[src/design/ssd_pkg.sv]
// Shared types and constants for the sense segment decoder.
package ssd_pkg;

    localparam int CountWidth = 17;
    localparam int LenWidth   = 16;

    localparam logic [CountWidth-1:0] COUNT_MAX = '1;

    localparam logic [CountWidth-1:0] POS_LEN_HI = 17'd0;
    localparam logic [CountWidth-1:0] POS_LEN_LO = 17'd1;
    localparam logic [CountWidth-1:0] POS_SB0    = 17'd2;
    localparam logic [CountWidth-1:0] POS_SB1    = 17'd3;
    localparam logic [CountWidth-1:0] POS_SB2    = 17'd4;
    localparam logic [CountWidth-1:0] POS_SB3    = 17'd5;
    localparam logic [CountWidth-1:0] POS_SB12   = 17'd14;
    localparam logic [CountWidth-1:0] POS_SB13   = 17'd15;

    localparam logic [6:0] RC_FIXED_CUR  = 7'h70;
    localparam logic [6:0] RC_FIXED_DEF  = 7'h71;
    localparam logic [6:0] RC_DESC_CUR   = 7'h72;
    localparam logic [6:0] RC_DESC_DEF   = 7'h73;

    localparam logic [7:0] RC_MASK  = 8'h7f;
    localparam logic [7:0] KEY_MASK = 8'h0f;

    typedef enum logic [1:0] {
        STATUS_OK     = 2'd0,
        STATUS_SHORT  = 2'd1,
        STATUS_FORMAT = 2'd2
    } status_t;

    typedef struct packed {
        logic [CountWidth-1:0] count;
        logic [LenWidth-1:0]   length;
        logic [6:0]            sb0;
        logic [7:0]            sb1;
        logic [7:0]            sb2;
        logic [7:0]            sb3;
        logic [7:0]            sb12;
        logic [7:0]            sb13;
    } fields_t;

    typedef struct packed {
        status_t    status;
        logic [6:0] resp_code;
        logic [3:0] key_nibble;
        logic [7:0] add_sense_code;
        logic [7:0] add_sense_qualifier;
    } result_t;

endpackage

[src/design/ssd_capture.sv]
// Byte counter and capture registers for one sense segment.
module ssd_capture
(
    input  logic             clk,
    input  logic             rst_n,
    input  logic             step,
    input  logic [7:0]       sense_byte,
    input  logic             last_byte,
    output ssd_pkg::fields_t fields_next
);

    ssd_pkg::fields_t fields_reg;

    always_comb
    begin
        fields_next = fields_reg;
        if (fields_reg.count != ssd_pkg::COUNT_MAX)
        begin
            fields_next.count = fields_reg.count + 17'd1;
            unique case (fields_reg.count)
                ssd_pkg::POS_LEN_HI: fields_next.length[15:8] = sense_byte;
                ssd_pkg::POS_LEN_LO: fields_next.length[7:0]  = sense_byte;
                ssd_pkg::POS_SB0:    fields_next.sb0  = sense_byte[6:0];
                ssd_pkg::POS_SB1:    fields_next.sb1  = sense_byte;
                ssd_pkg::POS_SB2:    fields_next.sb2  = sense_byte;
                ssd_pkg::POS_SB3:    fields_next.sb3  = sense_byte;
                ssd_pkg::POS_SB12:   fields_next.sb12 = sense_byte;
                ssd_pkg::POS_SB13:   fields_next.sb13 = sense_byte;
                default:             fields_next.sb13 = fields_reg.sb13;
            endcase
        end
    end

    always_ff @(posedge clk or negedge rst_n)
    begin
        if (!rst_n)
        begin
            fields_reg <= '0;
        end
        else if (step)
        begin
            fields_reg <= last_byte ? '0 : fields_next;
        end
    end

endmodule

[src/design/ssd_decode.sv]
// Format decode of the captured sense bytes into one result.
module ssd_decode
(
    input  ssd_pkg::fields_t fields,
    output ssd_pkg::result_t result
);

    logic [16:0] need;
    logic        short_seg;
    logic        fixed_fmt;
    logic        desc_fmt;

    assign need      = {1'b0, fields.length} + 17'd2;
    assign short_seg = (fields.count < 17'd2) || (fields.length == 16'd0)
                       || (fields.count < need);
    assign fixed_fmt = (fields.sb0 == ssd_pkg::RC_FIXED_CUR)
                       || (fields.sb0 == ssd_pkg::RC_FIXED_DEF);
    assign desc_fmt  = (fields.sb0 == ssd_pkg::RC_DESC_CUR)
                       || (fields.sb0 == ssd_pkg::RC_DESC_DEF);

    always_comb
    begin
        result = '0;
        if (short_seg)
        begin
            result.status = ssd_pkg::STATUS_SHORT;
        end
        else if (fixed_fmt)
        begin
            result.status    = ssd_pkg::STATUS_OK;
            result.resp_code = fields.sb0;
            if (fields.length >= 16'd3)
                result.key_nibble = 4'(fields.sb2 & ssd_pkg::KEY_MASK);
            if (fields.length >= 16'd13)
                result.add_sense_code = fields.sb12;
            if (fields.length >= 16'd14)
                result.add_sense_qualifier = fields.sb13;
        end
        else if (desc_fmt)
        begin
            result.status    = ssd_pkg::STATUS_OK;
            result.resp_code = fields.sb0;
            if (fields.length >= 16'd2)
                result.key_nibble = 4'(fields.sb1 & ssd_pkg::KEY_MASK);
            if (fields.length >= 16'd3)
                result.add_sense_code = fields.sb2;
            if (fields.length >= 16'd4)
                result.add_sense_qualifier = fields.sb3;
        end
        else
        begin
            result.status    = ssd_pkg::STATUS_FORMAT;
            result.resp_code = 7'({1'b0, fields.sb0} & ssd_pkg::RC_MASK);
        end
    end

endmodule

[src/design/scsi_sense_data_decoder.sv]
// Top level of the sense segment decoder: input register, capture, decode, result register.
//
// Input stream: one segment byte per request on s_axis_tdata, s_axis_tlast on the
// final byte. The first two bytes are the big-endian sense length.
// Output stream: one request per segment, issued for the byte marked tlast;
// m_axis_tuser carries the status, m_axis_tdata the decoded fields.
// Timing: a byte taken is first held in the input register; it is counted and
// captured as it leaves that register, and for the final byte the result is
// registered at that same edge and shows on the output after it.
// Throughput: one byte per cycle. Only the final byte of a segment needs the
// result register; it waits in the input register while an earlier result is
// still held, and s_axis_tready drops until the receiver takes it.
// Reset: counter, captured bytes and both valid flags clear; the block takes
// a byte as soon as reset is released.
module scsi_sense_data_decoder
(
    input  logic        clk,
    input  logic        rst_n,
    input  logic        s_axis_tvalid,
    output logic        s_axis_tready,
    input  logic [7:0]  s_axis_tdata,   // [7:0] sense_byte
    input  logic        s_axis_tlast,   // last_byte
    output logic        m_axis_tvalid,
    input  logic        m_axis_tready,
    output logic [31:0] m_axis_tdata,   // [6:0] resp_code, [10:7] key_nibble,
                                        // [18:11] add_sense_code,
                                        // [26:19] add_sense_qualifier, [31:27] zero
    output logic [1:0]  m_axis_tuser    // [1:0] status
);

    logic             in_valid_reg;
    logic             in_valid_next;
    logic [7:0]       in_byte_reg;
    logic             in_last_reg;
    logic             in_advance;
    logic             in_accept;
    logic             out_valid_reg;
    logic             out_valid_next;
    ssd_pkg::result_t out_reg;
    ssd_pkg::result_t result;
    ssd_pkg::fields_t fields_next;

    assign in_advance    = in_valid_reg && (!in_last_reg || !out_valid_reg || m_axis_tready);
    assign s_axis_tready = !in_valid_reg || in_advance;
    assign in_accept     = s_axis_tvalid && s_axis_tready;

    always_comb
    begin
        in_valid_next = in_valid_reg;
        if (in_accept)
            in_valid_next = 1'b1;
        else if (in_advance)
            in_valid_next = 1'b0;

        out_valid_next = out_valid_reg;
        if (in_advance && in_last_reg)
            out_valid_next = 1'b1;
        else if (m_axis_tready)
            out_valid_next = 1'b0;
    end

    always_ff @(posedge clk or negedge rst_n)
    begin
        if (!rst_n)
        begin
            in_valid_reg  <= 1'b0;
            out_valid_reg <= 1'b0;
        end
        else
        begin
            in_valid_reg  <= in_valid_next;
            out_valid_reg <= out_valid_next;
        end
    end

    always_ff @(posedge clk)
    begin
        if (in_accept)
        begin
            in_byte_reg <= s_axis_tdata;
            in_last_reg <= s_axis_tlast;
        end
        if (in_advance && in_last_reg)
            out_reg <= result;
    end

    ssd_capture u_capture
    (
        .clk         (clk),
        .rst_n       (rst_n),
        .step        (in_advance),
        .sense_byte  (in_byte_reg),
        .last_byte   (in_last_reg),
        .fields_next (fields_next)
    );

    ssd_decode u_decode
    (
        .fields (fields_next),
        .result (result)
    );

    assign m_axis_tvalid = out_valid_reg;
    assign m_axis_tuser  = out_reg.status;
    assign m_axis_tdata  = {5'd0, out_reg.add_sense_qualifier, out_reg.add_sense_code,
                            out_reg.key_nibble, out_reg.resp_code};

endmodule

[config.mk]
export PLATFORM = sky130hd
export DESIGN_NAME = scsi_sense_data_decoder
export DESIGN_NICKNAME = d
export VERILOG_FILES = /design/src/design/ssd_pkg.sv /design/src/design/ssd_capture.sv /design/src/design/ssd_decode.sv /design/src/design/scsi_sense_data_decoder.sv
export SDC_FILE = /design/constraint.sdc
export NUM_CORES = 1
export LEC_CHECK = 0
export ABC_AREA = 0
export BUFFER_PORTS_ARGS = -buffer_cell sky130_fd_sc_hd__buf_2
export CORE_ASPECT_RATIO = 1.75
export CORE_MARGIN = 1.5
export CORE_UTILIZATION = 55
export DETAILED_ROUTE_END_ITERATION = 6
export PLACE_DENSITY = 0.75
export SETUP_SLACK_MARGIN = 0.4
export SYNTH_ARGS = -nofsm -noshare
export SYNTH_HDL_FRONTEND = slang
export SYNTH_SLANG_ARGS = --single-unit
[constraint.sdc]
create_clock -name clk -period 7.73 [get_ports clk]
set_input_delay 1.546 -clock clk [delete_from_list [all_inputs] [get_ports clk]]
set_output_delay 1.546 -clock clk [all_outputs]
set_load 0.005 [all_outputs]
# Word level (Yosys, flattened, before mapping)

Cells that the tools add are included.
W data, S select, Z words.

Add/subtract/negate cells: 2
$mul: 0
Divide/modulo/power cells: 0
Order comparisons: 7
Equal/unequal tests: 12
Shifts and indexed selects: 0
Muxes and demuxes: 23
Bitwise gates (word level): 0
Reduce and logical (&&, ||, !) cells: 18

Operator list:

| kind                    | number |
|---|---|
| $mux W80                | 2 |
| $mux W8                 | 11 |
| $eq A17 B2 Y1 const B   | 2 |
| $eq A17 B3 Y1 const B   | 2 |
| $eq A17 B4 Y1 const B   | 2 |
| $ge A16 B2 Y1 const B   | 2 |
| $ge A16 B4 Y1 const B   | 2 |
| $eq A7 B7 Y1 const B    | 4 |
| $mux W28                | 1 |
| $mux W20                | 1 |
| $add A16 B2 Y17 const B | 1 |
| $add A17 B1 Y17 const B | 1 |
| $eq A17 B1 Y1 const B   | 1 |
| $logic_not A17 Y1       | 1 |
| $lt A17 B17 Y1          | 1 |
| $lt A17 B2 Y1 const B   | 1 |
| $ne A17 B17 Y1 const B  | 1 |
| $ge A16 B3 Y1 const B   | 1 |
| $logic_not A16 Y1       | 1 |
| $mux W9                 | 1 |
| $mux W4                 | 2 |
| $logic_or A1 B1 Y1      | 7 |
| $mux W7                 | 1 |
| $mux W1                 | 4 |
| other kinds (4)         | 9 |

Register bits: 116
Latch bits: 0
Memory bits (writable): 0
Bits in read-only memories: 0
Bits of input ports: 13
Output and inout port bits: 36
Word-level logic and storage cells: 80
Memories kept: 0

# Depth between registers and ports, before layout

Gate-level depths: netlist of the first run.

Word-level depth: 7
Mapped depth: 25
Mapped depth without buffers: 21

# Hierarchy

A second synthesis of the first run with hierarchy kept.

Cells, all modules: 814
Area, all modules: 7612.3 µm²

By module, submodules not included:

| module                  | instances | cells an instance | area an instance (µm²) | seq. area each (µm²) |
|---|---|---|---|---|
| ssd_capture             | 1         | 589               | 5165.0                 | 2001.9 |
| scsi_sense_data_decoder | 1         | 54                | 1303.8                 | 1191.1 |
| ssd_decode              | 1         | 171               | 1143.6                 | 0.0 |

# Worst setup path after synthesis of the first run

Ideal clock, no wire load.

Path type: register to register
Start: register u_capture.fields_reg[68] (netlist bit)
End: register out_reg, in the netlist m_axis_tuser[0], data pin
Library setup time: 0.262 ns
Arrival: 4.102 ns
Required time: 7.468 ns
Path slack: 3.366 ns
Cell stages (with the launch flop): 23
Buffers on the path: 2
Period minus slack after synthesis: 4.364 ns
Path through: dfrtp_1 buf_2 nor4_2 nand4_2 nor2_2 mux2i_1 inv_1 ha_1 nand4_1 a21oi_1 or2_2 nand2_1 xnor2_1 o21ai_0 ha_1 o21ai_0 nor3_1 a21o_1 a211oi_1 o21ai_0 o41ai_2 buf_4 or2_2

Word-level cells in the longest chain between the ends: 6
Elaborated cells between the ends (all ways): 19
Classes of those cells: 2 x add/sub; 2 x order compare; 5 x eq/ne; 5 x mux; 5 x reduce/logical

Ends and longest elaborated chain:

| element                                                     | RTL line                           | source |
|---|---|---|
| from (decl)                                                 | ssd_capture.sv:12                  | `ssd_pkg::fields_t fields_reg;` |
| from (signal assigned)                                      | ssd_capture.sv:42                  | `fields_reg <= last_byte ? '0 : fields_next;` |
| $eq A17 B1 Y1 / $logic_not A17 Y1 (equally long branches)   | ssd_capture.sv:20                  | `unique case (fields_reg.count)` |
| $mux W8                                                     | ssd_capture.sv:20                  |  |
| $mux W80 *                                                  | ssd_capture.sv:17                  | `if (fields_reg.count != ssd_pkg::COUNT_MAX)` |
| $add A16 B2 Y17 / $logic_not A16 Y1 (equally long branches) | ssd_decode.sv:13, ssd_decode.sv:14 |  |
| $lt A17 B17 Y1 / $logic_or A1 B1 Y1 (equally long branches) | ssd_decode.sv:15, ssd_decode.sv:14 |  |
| $logic_or A1 B1 Y1 *                                        | ssd_decode.sv:15                   | `\|\| (fields.count < need);` |
| named net u_decode.short_seg                                | ssd_decode.sv:9                    | `logic short_seg;` |
| to (signal assigned)                                        | scsi_sense_data_decoder.sv:84      | `out_reg <= result;` |
| to (decl)                                                   | scsi_sense_data_decoder.sv:39      | `ssd_pkg::result_t out_reg;` |

Mark *: on every way through the listed nets, which the timed path passes. The rest lies on a longest branch. The select of a mux whose other input is x is not followed.
A chain may end at the register's enable or synchronous reset.

# Worst setup path in the final report of the first run

Start: register u_capture.fields_reg[65] (netlist bit)
End: register out_reg, in the netlist m_axis_tuser[0], data pin

The elaborated chain is that of the path after synthesis.

==> reports/results.tsv, run 1 <==
stage	metric	value	unit
yosys	Yosys top cell area share	27.4	%
cells_and_area	Area Overhead vs Synth	11.4	%
die	Die Ht	153	um
die	starting density of the core	56.6	%
timing	max_slew headroom	14.4	%
worst_setup_path	crit start category	register	
cells_and_area	layout cells sized above 1	13.3	%
worst_setup_path	critical-path maximum fanout	29	
worst_setup_path	CP peak stage delay	0.67	ns
detailed_routing	initial drt markers	567	
clock_network	cts repair resizes	0	
timing	fin crit share	74.1	%
yosys	synthesized flop and latch total	116	
yosys	post-synthesis cell area	7120	um^2
clock_network	CTS root buffer	clkbuf_16	
timing	fmax	0.175	GHz
clock_network	Clock Path Buffers	2	
timing	final count of negative-setup-slack endpoints	0	
cells_and_area	nets@finish	803	
yosys	largest family of logic cells by synthesized area	simple AND/OR/NAND/NOR gates	
timing	unrepaired setup endpoints after global routing	no	
power_and_ir_drop	P_leak	3.34	nW
yosys	Synth Area in Simple Gates	19.4	%
status	status	complete, no violations	
cells_and_area	final core area utilization	63.1	%
clock_network	post-CTS setup buffers	0	
global_routing	pin count of the biggest net entering global routing	79	
die	DIE AREA	13700	um^2
detailed_routing	Routed Antenna Nets	0	
power_and_ir_drop	switching fraction of total power	32.0	%
yosys	cell count after synthesis	748	
detailed_routing	routed vias/inst	6.48	
yosys	Yosys top cell by area	dfrtp_1	
timing	Worst-Margin Slew	1.27	ns
timing	PnR worst setup slack	2.00	ns
detailed_routing	DR WL/cell	20.9	um
worst_setup_path	delay-heaviest family, CP	simple AND/OR/NAND/NOR gates	
placed_design	DP HPWL	13600	um
detailed_routing	via count	6153	
yosys	post-synthesis xor/xnor area fraction	4.06	%
timing	clk_skew	0.0118	ns
clock_network	Num CTS Buffers	17	
yosys	ys flop type	dfrtp_1	
cells_and_area	# diodes	0	
power_and_ir_drop	internal power	0.00129	W
power_and_ir_drop	pwr dens	240	nW/um^2
yosys	Post-synth top cells	97 x nand2_1, 93 x o21ai_0, 78 x dfrtp_1	
yosys	top cells by area, synth	dfrtp_1 27%, edfxtp_1 16%, mux2i_1 7.7%	
power_and_ir_drop	part of the power in combinational logic	20.3	%
clock_network	clk sinks	116	
yosys	Seq/Total Area, Yosys	43.5	%
yosys	Compound-Gate Fraction of Synth Area	16.5	%
clock_network	CTS tree	built	
global_routing	Total GRT Usage	30.8	%
worst_setup_path	CP required	7.90	ns
flow_run	Max-Cap Viols	0	
worst_setup_path	CP Capture Type	register	
clock_network	clock transition at the registers of the reported paths	0.06	ns
global_routing	initial antenna violation count	0	
yosys	Async S/R FF share, synth	67.2	%
placed_design	area post-placement	7350	um^2
detailed_routing	first-pass iteration count of the detailed router	5	
detailed_routing	Remaining DRCs	0	
placed_design	Post-Place Worst Slack	2.12	ns
placed_design	number of buffers added on ports	43	
clock_network	# hold bufs at CTS	0	
yosys	Synth Area per Inst	9.52	um^2
worst_setup_path	worst-path cell chain	nor2_1 > nand2_1 > nor2_2 > mux2i_1 > inv_1 > ha_1 > nand4_1 > a21oi_1 > or2_2 > nand2_1 > xnor2_1 > o21ai_0 > ha_1 > o21ai_0 > nor3_1 > a21o_1 > o21ai_0 > o21ai_0 > o41ai_4 > buf_4 > or2_2	
timing	Slew Limit Fails	0	
cells_and_area	Finished Cell Area	7930	um^2
yosys	top-count cell post-synth	nand2_1	
timing	TNS Setup	0	ns
yosys	Post-Synth Adder-Cell Area	3.87	%
die	Core Rows	54	
power_and_ir_drop	Clk pwr share	41.0	%
global_routing	gr ovfl total	0	
die	I/O pin cnt	49	
power_and_ir_drop	Psw	0.000608	W
power_and_ir_drop	Flop pwr share	38.7	%
detailed_routing	final wirelength	19800	um
global_routing	vias in the first global route	6058	
yosys	Synth Warn #	0	
clock_network	Clk Latency, worst-skew pair	0.42	ns
worst_setup_path	critical path arrival	5.89	ns
placed_design	RePlAce Congestion	1.00	
worst_setup_path	most frequent CP cell	o21ai_0	
timing	crit path time final	5.73	ns
yosys	mux contribution to synthesized area	8.05	%
clock_network	H-tree levels	4	
die	Chip Width	89.0	um
worst_setup_path	CP max-delay cell	nor2_1	
cells_and_area	max reg flops	76	
worst_setup_path	crit path buf inv count	2	
timing	Fin. Hold Viols	0	
worst_setup_path	crit path kind	register to register	
worst_hold_path	class of the worst hold path	register to register	
yosys	Distinct cells, synth	66	
global_routing	first-pass GRT wire length	32000	um
die	Core ar.	12600	um^2
power_and_ir_drop	Max VDD drop	0.168	mV
yosys	Post-synth EDFFs	38	
-- worst register-to-register path, cell delays in order, from the launching register on --
cell and delay [ns]:
dfrtp_1 0.52, nor2_1 0.67, nand2_1 0.37, nor2_2 0.38, mux2i_1 0.39, inv_1 0.09
ha_1 0.28, nand4_1 0.12, a21oi_1 0.05, or2_2 0.38, nand2_1 0.09, xnor2_1 0.07
o21ai_0 0.19, ha_1 0.25, o21ai_0 0.11, nor3_1 0.21, a21o_1 0.17, o21ai_0 0.08
o21ai_0 0.31, o41ai_4 0.15, buf_4 0.26, or2_2 0.33
-- path summary, 6_finish.rpt --
path / start / endpoint / slack (ns) / cells past startpoint
min in group asynchronous: rst_n / u_capture.fields_reg[70]$_DFFE_PN0P_ / 1.31 / 1
min reg2reg: u_capture.fields_reg[7]$_DFFE_PN0P_ / u_capture.fields_reg[7]$_DFFE_PN0P_ / 0.48 / 2
min: u_capture.fields_reg[7]$_DFFE_PN0P_ / u_capture.fields_reg[7]$_DFFE_PN0P_ / 0.48 / 2
max reg2reg: u_capture.fields_reg[65]$_DFFE_PN0P_ / m_axis_tuser[0]$_SDFFCE_PP1P_ / 2.00 / 21
max in group asynchronous: rst_n / u_capture.fields_reg[32]$_DFFE_PN0P_ / 5.75 / 1
max: u_capture.fields_reg[65]$_DFFE_PN0P_ / m_axis_tuser[0]$_SDFFCE_PP1P_ / 2.00 / 21
-- power groups by stage --
stage	clock network, W	logic (W)	registers, W
2_1_floorplan	0	0.000280	0.000718
3_3_place_gp	0	0.000364	0.000741
3_5_place_dp	0	0.000376	0.000743
4_1_cts	0.000787	0.000380	0.000732
5_1_grt	0.000814	0.000428	0.000738
6_report	0.000780	0.000386	0.000736
-- routing by layer --
layer	part of all wire, %	global-route usage [%]
met5	0	0
met4	5.5	17.9
met3	5.6	5.96
met2	52	50.6
met1	37	36.6
-- layout make-up --
class	instances	area, um^2
fill	1075	4640
multi-input combinational	569	3730
sequential	116	3090
clock buffer	18	429
timing repair buffer	49	263
tap	168	210
clock inverter	14	153
inverter	15	56.3
-- cells in the final DEF, fill, tap and decap left out, types with 5 or more instances in the layout --
cell / synthesis / layout
clkinv_4: 0 / 5
and2_1: 8 / 8
nand2_1: 97 / 97
xor2_1: 11 / 11
buf_4: 14 / 7
dfrtp_1: 78 / 78
clkbuf_16: 0 / 17
nand4_1: 18 / 18
conb_1: 1 / 5
edfxtp_1: 38 / 38
a22o_1: 10 / 10
nor2_1: 43 / 43
mux2i_1: 55 / 55
nor4_1: 6 / 6
or2_1: 5 / 5
a21oi_1: 14 / 14
o31ai_1: 8 / 8
and3_1: 5 / 5
o22a_1: 16 / 16
nor3_1: 32 / 32
nand3_1: 24 / 24
inv_1: 15 / 15
xnor2_1: 22 / 22
a211oi_1: 9 / 9
or2_2: 6 / 6
o21ai_0: 93 / 93
ha_1: 22 / 22
buf_2: 10 / 42
-- metrics by stage --
step	power (W)	hold slack (ns)	std cells
4_1_cts	0.00190	0.481	949
3_5_place_dp	0.00112	0.469	917
5_1_grt	0.00198	0.500	949
2_1_floorplan	0.000998	0.449	752
3_3_place_gp	0.00111	0.462	917
6_report	0.00190	0.479	949
-- logic make-up after synthesis --
group	count (synthesis)
other	1
multiplexers	57
AND/OR/NAND/NOR	271
AO/OA/AOI/OAI	181
buffers and inverters	67
adder cells (fa/ha/maj)	22
flip-flops	116
XOR/XNOR	33
(Power assumes the default switching activity.)
==> run 2, diff against run 1 <==
--- a/config.mk
+++ b/config.mk
@@ -5,7 +5,7 @@
 export SDC_FILE = /design/constraint.sdc
 export NUM_CORES = 1
 export LEC_CHECK = 0
-export ABC_AREA = 0
+export ABC_AREA = 1
 export BUFFER_PORTS_ARGS = -buffer_cell sky130_fd_sc_hd__buf_2
 export CORE_ASPECT_RATIO = 1.75
 export CORE_MARGIN = 1.5
==> constraint.sdc (replaced) <==
create_clock -name clk -period 5.7 [get_ports clk]
set_input_delay 1.14 -clock clk [delete_from_list [all_inputs] [get_ports clk]]
set_output_delay 1.14 -clock clk [all_outputs]
set_load 0.005 [all_outputs]
==> run 2 against run 1 <==
Against the previous run:
- fmax rose by 22%
- sequential share of layout area decreased by 0.10 points
- largest power group unchanged
- count of clock-buffer cells in the layout shrank 1
- synthesized area grew 0.65%
- clock skew decreased by 0.0016 ns
- core utilization down 0.98 points
- worst setup slack worse by 0.98 ns
- largest cell class unchanged
- global-route usage fell by 1.7 points
- die area up 0.63%
==> reports/results.tsv, run 2 <==
stage	metric	value	unit	change
status	status	complete, no violations		unchanged
worst_setup_path	delay-heaviest family, CP	simple AND/OR/NAND/NOR gates		unchanged
worst_setup_path	critical path arrival	4.92	ns	was 5.89 ns
detailed_routing	DR WL/cell	17.0	um	was 20.9 um
clock_network	# hold bufs at CTS	0		unchanged
power_and_ir_drop	Pwr Total	0.00303	W	was 0.00190 W
timing	max_slew headroom	23.5	%	was 14.4%
die	Die Ht	154	um	was 153 um
global_routing	gr ovfl total	0		unchanged
clock_network	CTS tree	built		unchanged
power_and_ir_drop	pwr dens	381	nW/um^2	was 240 nW/um^2
worst_setup_path	CP required	5.94	ns	was 7.90 ns
cells_and_area	layout cells sized above 1	16.5	%	was 13.3%
yosys	Post-synth top cells	204 x nand2_1, 123 x inv_1, 78 x dfrtp_1		was 97 x nand2_1, 93 x o21ai_0, 78 x dfrtp_1
worst_setup_path	CP max-delay cell	nand3_2		was nor2_1
clock_network	Clock Path Buffers	2		unchanged
worst_setup_path	crit path kind	register to register		unchanged
timing	fin crit share	82.1	%	was 74.1%
timing	Worst-Margin Slew	1.15	ns	was 1.27 ns
die	Core ar.	12800	um^2	was 12600 um^2
detailed_routing	routed vias/inst	5.65		was 6.48
global_routing	first-pass GRT wire length	29900	um	was 32000 um
timing	final count of negative-setup-slack endpoints	0		unchanged
yosys	Yosys top cell by area	dfrtp_1		unchanged
detailed_routing	Remaining DRCs	0		unchanged
yosys	Post-synth EDFFs	38		unchanged
cells_and_area	Finished Layout Cells	1101		was 949
yosys	ys flop type	dfrtp_1		unchanged
power_and_ir_drop	part of the power in combinational logic	32.2	%	was 20.3%
die	Core Rows	55		was 54
detailed_routing	first-pass iteration count of the detailed router	6		was 5
placed_design	RePlAce Congestion	0.980		was 1.00
timing	TNS Setup	0	ns	unchanged
worst_setup_path	worst-path cell chain	nor2_1 > nand2_1 > nor2_4 > nand3_4 > nand2_1 > nand2_1 > inv_1 > ha_1 > inv_1 > nor2_2 > nand2_1 > nor2b_2 > nand2_1 > nand2_1 > o21ai_0 > ha_1 > nand2_1 > nor2_1 > a211oi_1 > o21ai_0 > a21oi_1 > nand2_1 > nand3_2 > a21oi_1		was nor2_1 > nand2_1 > nor2_2 > mux2i_1 > inv_1 > ha_1 > nand4_1 > a21oi_1 > or2_2 > nand2_1 > xnor2_1 > o21ai_0 > ha_1 > o21ai_0 > nor3_1 > a21o_1 > o21ai_0 > o21ai_0 > o41ai_4 > buf_4 > or2_2
placed_design	DP HPWL	13200	um	was 13600 um
timing	unrepaired setup endpoints after global routing	no		unchanged
worst_setup_path	most frequent CP cell	nand2_1		was o21ai_0
yosys	top cells by area, synth	dfrtp_1 27%, edfxtp_1 16%, nand2_1 11%		was dfrtp_1 27%, edfxtp_1 16%, mux2i_1 7.7%
global_routing	Total GRT Usage	29.0	%	was 30.8%
detailed_routing	initial drt markers	410		was 567
die	Chip Width	89.3	um	was 89.0 um
yosys	Async S/R FF share, synth	67.2	%	unchanged
die	starting density of the core	56.0	%	was 56.6%
die	DIE AREA	13700	um^2	about the same
yosys	Yosys top cell area share	27.2	%	was 27.4%
timing	Fin. Hold Viols	0		unchanged
power_and_ir_drop	switching fraction of total power	37.8	%	was 32.0%
cells_and_area	max reg flops	76		unchanged
yosys	Compound-Gate Fraction of Synth Area	12.7	%	was 16.5%
power_and_ir_drop	Psw	0.00115	W	was 0.000608 W
cells_and_area	Finished Cell Area	7950	um^2	was 7930 um^2
worst_setup_path	CP Capture Type	register		unchanged
yosys	post-synthesis cell area	7160	um^2	was 7120 um^2
cells_and_area	final core area utilization	62.1	%	was 63.1%
timing	fmax	0.214	GHz	was 0.175 GHz
yosys	Synth Warn #	0		unchanged
clock_network	post-CTS setup buffers	0		unchanged
yosys	largest family of logic cells by synthesized area	simple AND/OR/NAND/NOR gates		unchanged
yosys	post-synthesis xor/xnor area fraction	2.44	%	was 4.06%
timing	clk_skew	0.0102	ns	was 0.0118 ns
cells_and_area	most frequent cells in the layout	204 x nand2_1, 123 x inv_1, 78 x dfrtp_1		was 97 x nand2_1, 93 x o21ai_0, 78 x dfrtp_1
worst_setup_path	crit start category	register		unchanged
timing	crit path time final	4.68	ns	was 5.73 ns
worst_hold_path	class of the worst hold path	register to register		unchanged
yosys	Synth Area in Simple Gates	26.9	%	was 19.4%
clock_network	cts repair resizes	0		unchanged
yosys	Post-Synth Adder-Cell Area	3.84	%	was 3.87%
power_and_ir_drop	internal power	0.00189	W	was 0.00129 W
power_and_ir_drop	Flop pwr share	32.7	%	was 38.7%
clock_network	Clk Latency, worst-skew pair	0.42	ns	about the same
detailed_routing	final wirelength	18700	um	was 19800 um
detailed_routing	via count	6219		was 6153
clock_network	CTS root buffer	clkbuf_16		unchanged
flow_run	Max-Cap Viols	0		unchanged
cells_and_area	Area Overhead vs Synth	11.0	%	was 11.4%
placed_design	number of buffers added on ports	43		unchanged
clock_network	H-tree levels	4		unchanged
yosys	synthesized flop and latch total	116		unchanged
global_routing	pin count of the biggest net entering global routing	65		was 79
clock_network	clk sinks	116		unchanged
yosys	Distinct cells, synth	45		was 66
power_and_ir_drop	Max VDD drop	0.202	mV	was 0.168 mV
cells_and_area	most common cell after layout, fill and taps aside	nand2_1		unchanged
yosys	Seq/Total Area, Yosys	43.2	%	was 43.5%
yosys	Synth Area per Inst	8.07	um^2	was 9.52 um^2
timing	Slew Limit Fails	0		unchanged
die	I/O pin cnt	49		unchanged
yosys	mux contribution to synthesized area	0	%	was 8.05%
worst_setup_path	critical-path maximum fanout	29		unchanged
power_and_ir_drop	P_leak	3.88	nW	was 3.34 nW
worst_setup_path	CP peak stage delay	0.57	ns	was 0.67 ns
yosys	top-count cell post-synth	nand2_1		unchanged
placed_design	Post-Place Cells	1070		was 917
power_and_ir_drop	Clk pwr share	35.1	%	was 41.0%
worst_setup_path	crit path buf inv count	2		unchanged
clock_network	Num CTS Buffers	17		unchanged
global_routing	vias in the first global route	6011		was 6058
placed_design	area post-placement	7370	um^2	was 7350 um^2
cells_and_area	nets@finish	953		was 803
yosys	cell count after synthesis	888		was 748
clock_network	clock transition at the registers of the reported paths	0.06	ns	about the same
cells_and_area	# diodes	0		unchanged
global_routing	initial antenna violation count	0		unchanged
detailed_routing	Routed Antenna Nets	0		unchanged
-- run 2: path summary, 6_finish.rpt --
| kind | start | endpoint | slack, ns | cells past startpoint |
|---|---|---|---|---|
| worst min-delay path | u_capture.fields_reg[5]$_DFFE_PN0P_ | u_capture.fields_reg[5]$_DFFE_PN0P_ | 0.48 | 2 |
| worst max register to register | u_capture.fields_reg[74]$_DFFE_PN0P_ | m_axis_tdata[19]$_SDFFCE_PP0P_ | 1.02 | 24 |
| worst max-delay path | u_capture.fields_reg[74]$_DFFE_PN0P_ | m_axis_tdata[19]$_SDFFCE_PP0P_ | 1.02 | 24 |
| min in group asynchronous | rst_n | u_capture.fields_reg[30]$_DFFE_PN0P_ | 0.69 | 1 |
| worst min register to register | u_capture.fields_reg[5]$_DFFE_PN0P_ | u_capture.fields_reg[5]$_DFFE_PN0P_ | 0.48 | 2 |
| max in group asynchronous | rst_n | u_capture.fields_reg[52]$_DFFE_PN0P_ | 4.05 | 2 |
-- run 2: cell type report --
cell class	instances	area, um^2
Multi-Input combinational cell	603	3320
Timing Repair Buffer	46	240
Sequential cell	116	3090
Clock buffer	17	425
Clock inverter	14	156
Inverter	134	503
Tap cell	171	214
Fill cell	1141	4850
-- run 2: logic make-up after synthesis --
group,count (synthesis)
AOI/OAI and AO/OA,153
xor gates and xnor gates,20
adders and majority gates,22
buffers and inverters,173
DFF,116
other,1
and+or+nand+nor,403
-- run 2: power by group through the flow --
stage	Clock, W	Combinational (W)	Sequential [W]
2_1_floorplan	0	0.000743	0.000993
3_3_place_gp	0	0.000939	0.00100
3_5_place_dp	0	0.000949	0.00101
4_1_cts	0.00106	0.000965	0.000991
5_1_grt	0.00110	0.00109	0.000999
6_report	0.00106	0.000978	0.000991
-- run 2: tightest hold or removal path, stage by stage (launching register included) --
cell and delay (ns):
dfrtp_1 0.34, nand2_1 0.05, o21ai_0 0.06
-- run 2: stage by stage --
stage / setup slack (ns) / hold WS, ns
after floorplan: 2.15 / 0.448
after global placement: 1.20 / 0.462
after detailed placement: 1.09 / 0.470
after CTS: 1.03 / 0.483
after global routing: 0.506 / 0.533
final: 1.02 / 0.483
-- run 2: layer usage --
metal	vias up	track usage, %	routed length, um
met3	82	5.37	827
met5	-	0	0
met4	0	17.2	1190
met2	239	51.0	10100
li1	2989	-	-
met1	2909	31.2	6610
==> run 3, diff against run 2 <==
==> constraint.sdc (replaced) <==
create_clock -name clk -period 4.6 [get_ports clk]
set_input_delay 0.92 -clock clk [delete_from_list [all_inputs] [get_ports clk]]
set_output_delay 0.92 -clock clk [all_outputs]
set_load 0.005 [all_outputs]
==> run 3 against run 2 <==
Against the previous run:
- cell area up 3.0%
- register-to-register slack worse by 0.30 ns
- clock power increased by 39%
- core utilization rose by 1.9 points
- clock skew hardly changed
==> reports/results.tsv, run 3 (synthesis results as in run 2) <==
stage	metric	value	unit	change
status	status	complete, no violations		unchanged
die	I/O pin cnt	49		unchanged
worst_setup_path	CP peak stage delay	0.42	ns	was 0.57 ns
clock_network	clock transition at the registers of the reported paths	0.06	ns	about the same
cells_and_area	most common cell after layout, fill and taps aside	nand2_1		unchanged
worst_setup_path	critical path arrival	4.05	ns	was 4.92 ns
placed_design	DP HPWL	13100	um	was 13200 um
worst_hold_path	hold depth	2		unchanged
detailed_routing	final wirelength	19400	um	was 18700 um
cells_and_area	nets@finish	968		was 953
die	Die Ht	154	um	unchanged
clock_network	Num CTS Buffers	17		unchanged
worst_setup_path	crit path kind	register to register		unchanged
worst_setup_path	crit path buf inv count	1		was 2
detailed_routing	via count	6273		was 6219
clock_network	clk sinks	116		unchanged
power_and_ir_drop	Pwr Total	0.00396	W	was 0.00303 W
die	DIE AREA	13700	um^2	unchanged
worst_setup_path	CP Capture Type	register		unchanged
timing	fin crit share	84.4	%	was 82.1%
die	starting density of the core	56.0	%	unchanged
clock_network	CTS tree	built		unchanged
timing	Slew Limit Fails	0		unchanged
timing	Worst-Margin Slew	1.30	ns	was 1.15 ns
cells_and_area	Finished Layout Cells	1117		was 1101
cells_and_area	max reg flops	76		unchanged
global_routing	vias in the first global route	6136		was 6011
clock_network	H-tree levels	4		unchanged
worst_setup_path	crit start category	register		unchanged
clock_network	CTS root buffer	clkbuf_16		unchanged
cells_and_area	Finished Cell Area	8190	um^2	was 7950 um^2
cells_and_area	most frequent cells in the layout	202 x nand2_1, 121 x inv_1, 78 x dfrtp_1		was 204 x nand2_1, 123 x inv_1, 78 x dfrtp_1
worst_setup_path	Worst path depth	20		was 24
placed_design	number of buffers added on ports	43		unchanged
cells_and_area	Area Overhead vs Synth	14.4	%	was 11.0%
worst_hold_path	class of the worst hold path	register to register		unchanged
timing	clk_skew	0.0103	ns	was 0.0102 ns
global_routing	Total GRT Usage	29.7	%	was 29.0%
cells_and_area	# diodes	0		unchanged
clock_network	Clk Latency, worst-skew pair	0.42	ns	about the same
worst_setup_path	worst-path cell chain	inv_1 > ha_1 > nand2_1 > nor2_4 > nand3_4 > nand2_1 > nand2_1 > nor2_1 > nand4_1 > nor2_2 > xor2_1 > ha_1 > a21oi_1 > nor2_1 > a211oi_2 > o21ai_1 > a21oi_1 > nand2_4 > nand3_4 > a21oi_2		was nor2_1 > nand2_1 > nor2_4 > nand3_4 > nand2_1 > nand2_1 > inv_1 > ha_1 > inv_1 > nor2_2 > nand2_1 > nor2b_2 > nand2_1 > nand2_1 > o21ai_0 > ha_1 > nand2_1 > nor2_1 > a211oi_1 > o21ai_0 > a21oi_1 > nand2_1 > nand3_2 > a21oi_1
worst_setup_path	r2r worst-path depth	20		was 24
placed_design	RePlAce Congestion	0.987		was 0.980
detailed_routing	routed vias/inst	5.62		was 5.65
worst_setup_path	CP required	4.77	ns	was 5.94 ns
worst_setup_path	critical-path maximum fanout	9		was 29
cells_and_area	area of the multi-input gates	3400	um^2	was 3320 um^2
detailed_routing	Remaining DRCs	0		unchanged
power_and_ir_drop	P_leak	3.99	nW	was 3.88 nW
timing	Fin. Hold Viols	0		unchanged
global_routing	first-pass GRT wire length	30500	um	was 29900 um
global_routing	gr busiest metal	met2		unchanged
worst_setup_path	delay-heaviest family, CP	simple AND/OR/NAND/NOR gates		unchanged
timing	TNS Setup	0	ns	unchanged
timing	final count of negative-setup-slack endpoints	0		unchanged
cells_and_area	layout cells sized above 1	18.3	%	was 16.5%
global_routing	initial antenna violation count	0		unchanged
placed_design	area post-placement	7420	um^2	was 7370 um^2
global_routing	GR Util met1	31.2	%	about the same
detailed_routing	initial drt markers	452		was 410
power_and_ir_drop	pwr dens	484	nW/um^2	was 381 nW/um^2
global_routing	gr ovfl total	0		unchanged
die	Chip Width	89.3	um	unchanged
clock_network	Clock Path Buffers	2		unchanged
global_routing	pin count of the biggest net entering global routing	79		was 65
worst_setup_path	CP max-delay cell	dfrtp_1		was nand3_2
die	Core Rows	55		unchanged
detailed_routing	DR WL/cell	17.4	um	was 17.0 um
cells_and_area	Register Area	3090	um^2	unchanged
detailed_routing	Routed Antenna Nets	0		unchanged
flow_run	Max-Cap Viols	0		unchanged
placed_design	Post-Place Cells	1076		was 1070
global_routing	grt met3 use	5.42	%	was 5.37%
cells_and_area	Filler Cell Count	1117		was 1141
timing	crit path time final	3.88	ns	was 4.68 ns
power_and_ir_drop	Max VDD drop	0.261	mV	was 0.202 mV
global_routing	GRT met2 Usage	52.1	%	was 51.0%
worst_setup_path	most frequent CP cell	nand2_1		unchanged
timing	fmax	0.258	GHz	was 0.214 GHz
detailed_routing	first-pass iteration count of the detailed router	6		unchanged
die	Core ar.	12800	um^2	unchanged
timing	unrepaired setup endpoints after global routing	no		unchanged
timing	max_slew headroom	13.0	%	was 23.5%
run 3: layout make-up:
class                      count  area share, %
timing repair buffer          58           4.03
multi-input combinational    606           41.5
clock buffer                  19           5.54
tap                          171           2.61
inverter                     134           6.14
clock inverter                13           2.41
sequential                   116           37.8
run 3: power breakdown:
part / leakage, nW / switching, W / total (W) / internal [W]
combinational: 2.24 / 0.000887 / 0.00128 / 0.000388
sequential: 1.43 / 0.0000422 / 0.00122 / 0.00118
clock: 0.319 / 0.000520 / 0.00147 / 0.000948
total: 3.99 / 0.00145 / 0.00396 / 0.00251
run 3: per-stage QoR:
stage                     utilization, %  hold WS [ns]  setup slack, ns
after global routing                64.0         0.508            0.403
after global placement              57.9         0.463            0.324
after detailed placement            57.9         0.471            0.252
final                               64.0         0.489            0.719
after CTS                           63.1         0.485            0.424
after floorplan                        -         0.448             1.05
run 3: worst reg2reg max path, cell delays in order (launching register included):
cell and delay, ns:
dfrtp_1 0.42, inv_1 0.19, ha_1 0.18, nand2_1 0.10
nor2_4 0.28, nand3_4 0.17, nand2_1 0.10, nand2_1 0.13
nor2_1 0.21, nand4_1 0.13, nor2_2 0.14, xor2_1 0.20
ha_1 0.28, a21oi_1 0.14, nor2_1 0.06, a211oi_2 0.16
o21ai_1 0.11, a21oi_1 0.22, nand2_4 0.15, nand3_4 0.22
a21oi_2 0.05
run 3: timing repair:
| item | 4_1_cts | 5_1_grt |
|---|---|---|
| resized for setup | 1 | 12 |
| cloned | 0 | 3 |
| buffers inserted | 0 | 6 |
| setup endpoints to repair | 29 | 29 |
| hold buffers | 0 | 0 |
| pin swaps | 1 | 5 |
run 3: routing by layer:
metal / share of wire [%] / wire length [um]
met1: 35 / 6800
met2: 53 / 10200
met3: 4.6 / 890
met4: 7.7 / 1490
met5: 0 / 0
run 3: worst paths after layout:
check / from / to / slack, ns
worst max-delay path: u_capture.fields_reg[63]$_DFFE_PN0P_ / m_axis_tdata[25]$_SDFFCE_PP0P_ / 0.72
min in group asynchronous: rst_n / u_capture.fields_reg[30]$_DFFE_PN0P_ / 0.67
worst min-delay path: u_capture.fields_reg[0]$_DFFE_PN0P_ / u_capture.fields_reg[0]$_DFFE_PN0P_ / 0.49
max in group asynchronous: rst_n / u_capture.fields_reg[51]$_DFFE_PN0P_ / 3.23
worst min register to register: u_capture.fields_reg[0]$_DFFE_PN0P_ / u_capture.fields_reg[0]$_DFFE_PN0P_ / 0.49
worst max register to register: u_capture.fields_reg[63]$_DFFE_PN0P_ / m_axis_tdata[25]$_SDFFCE_PP0P_ / 0.72
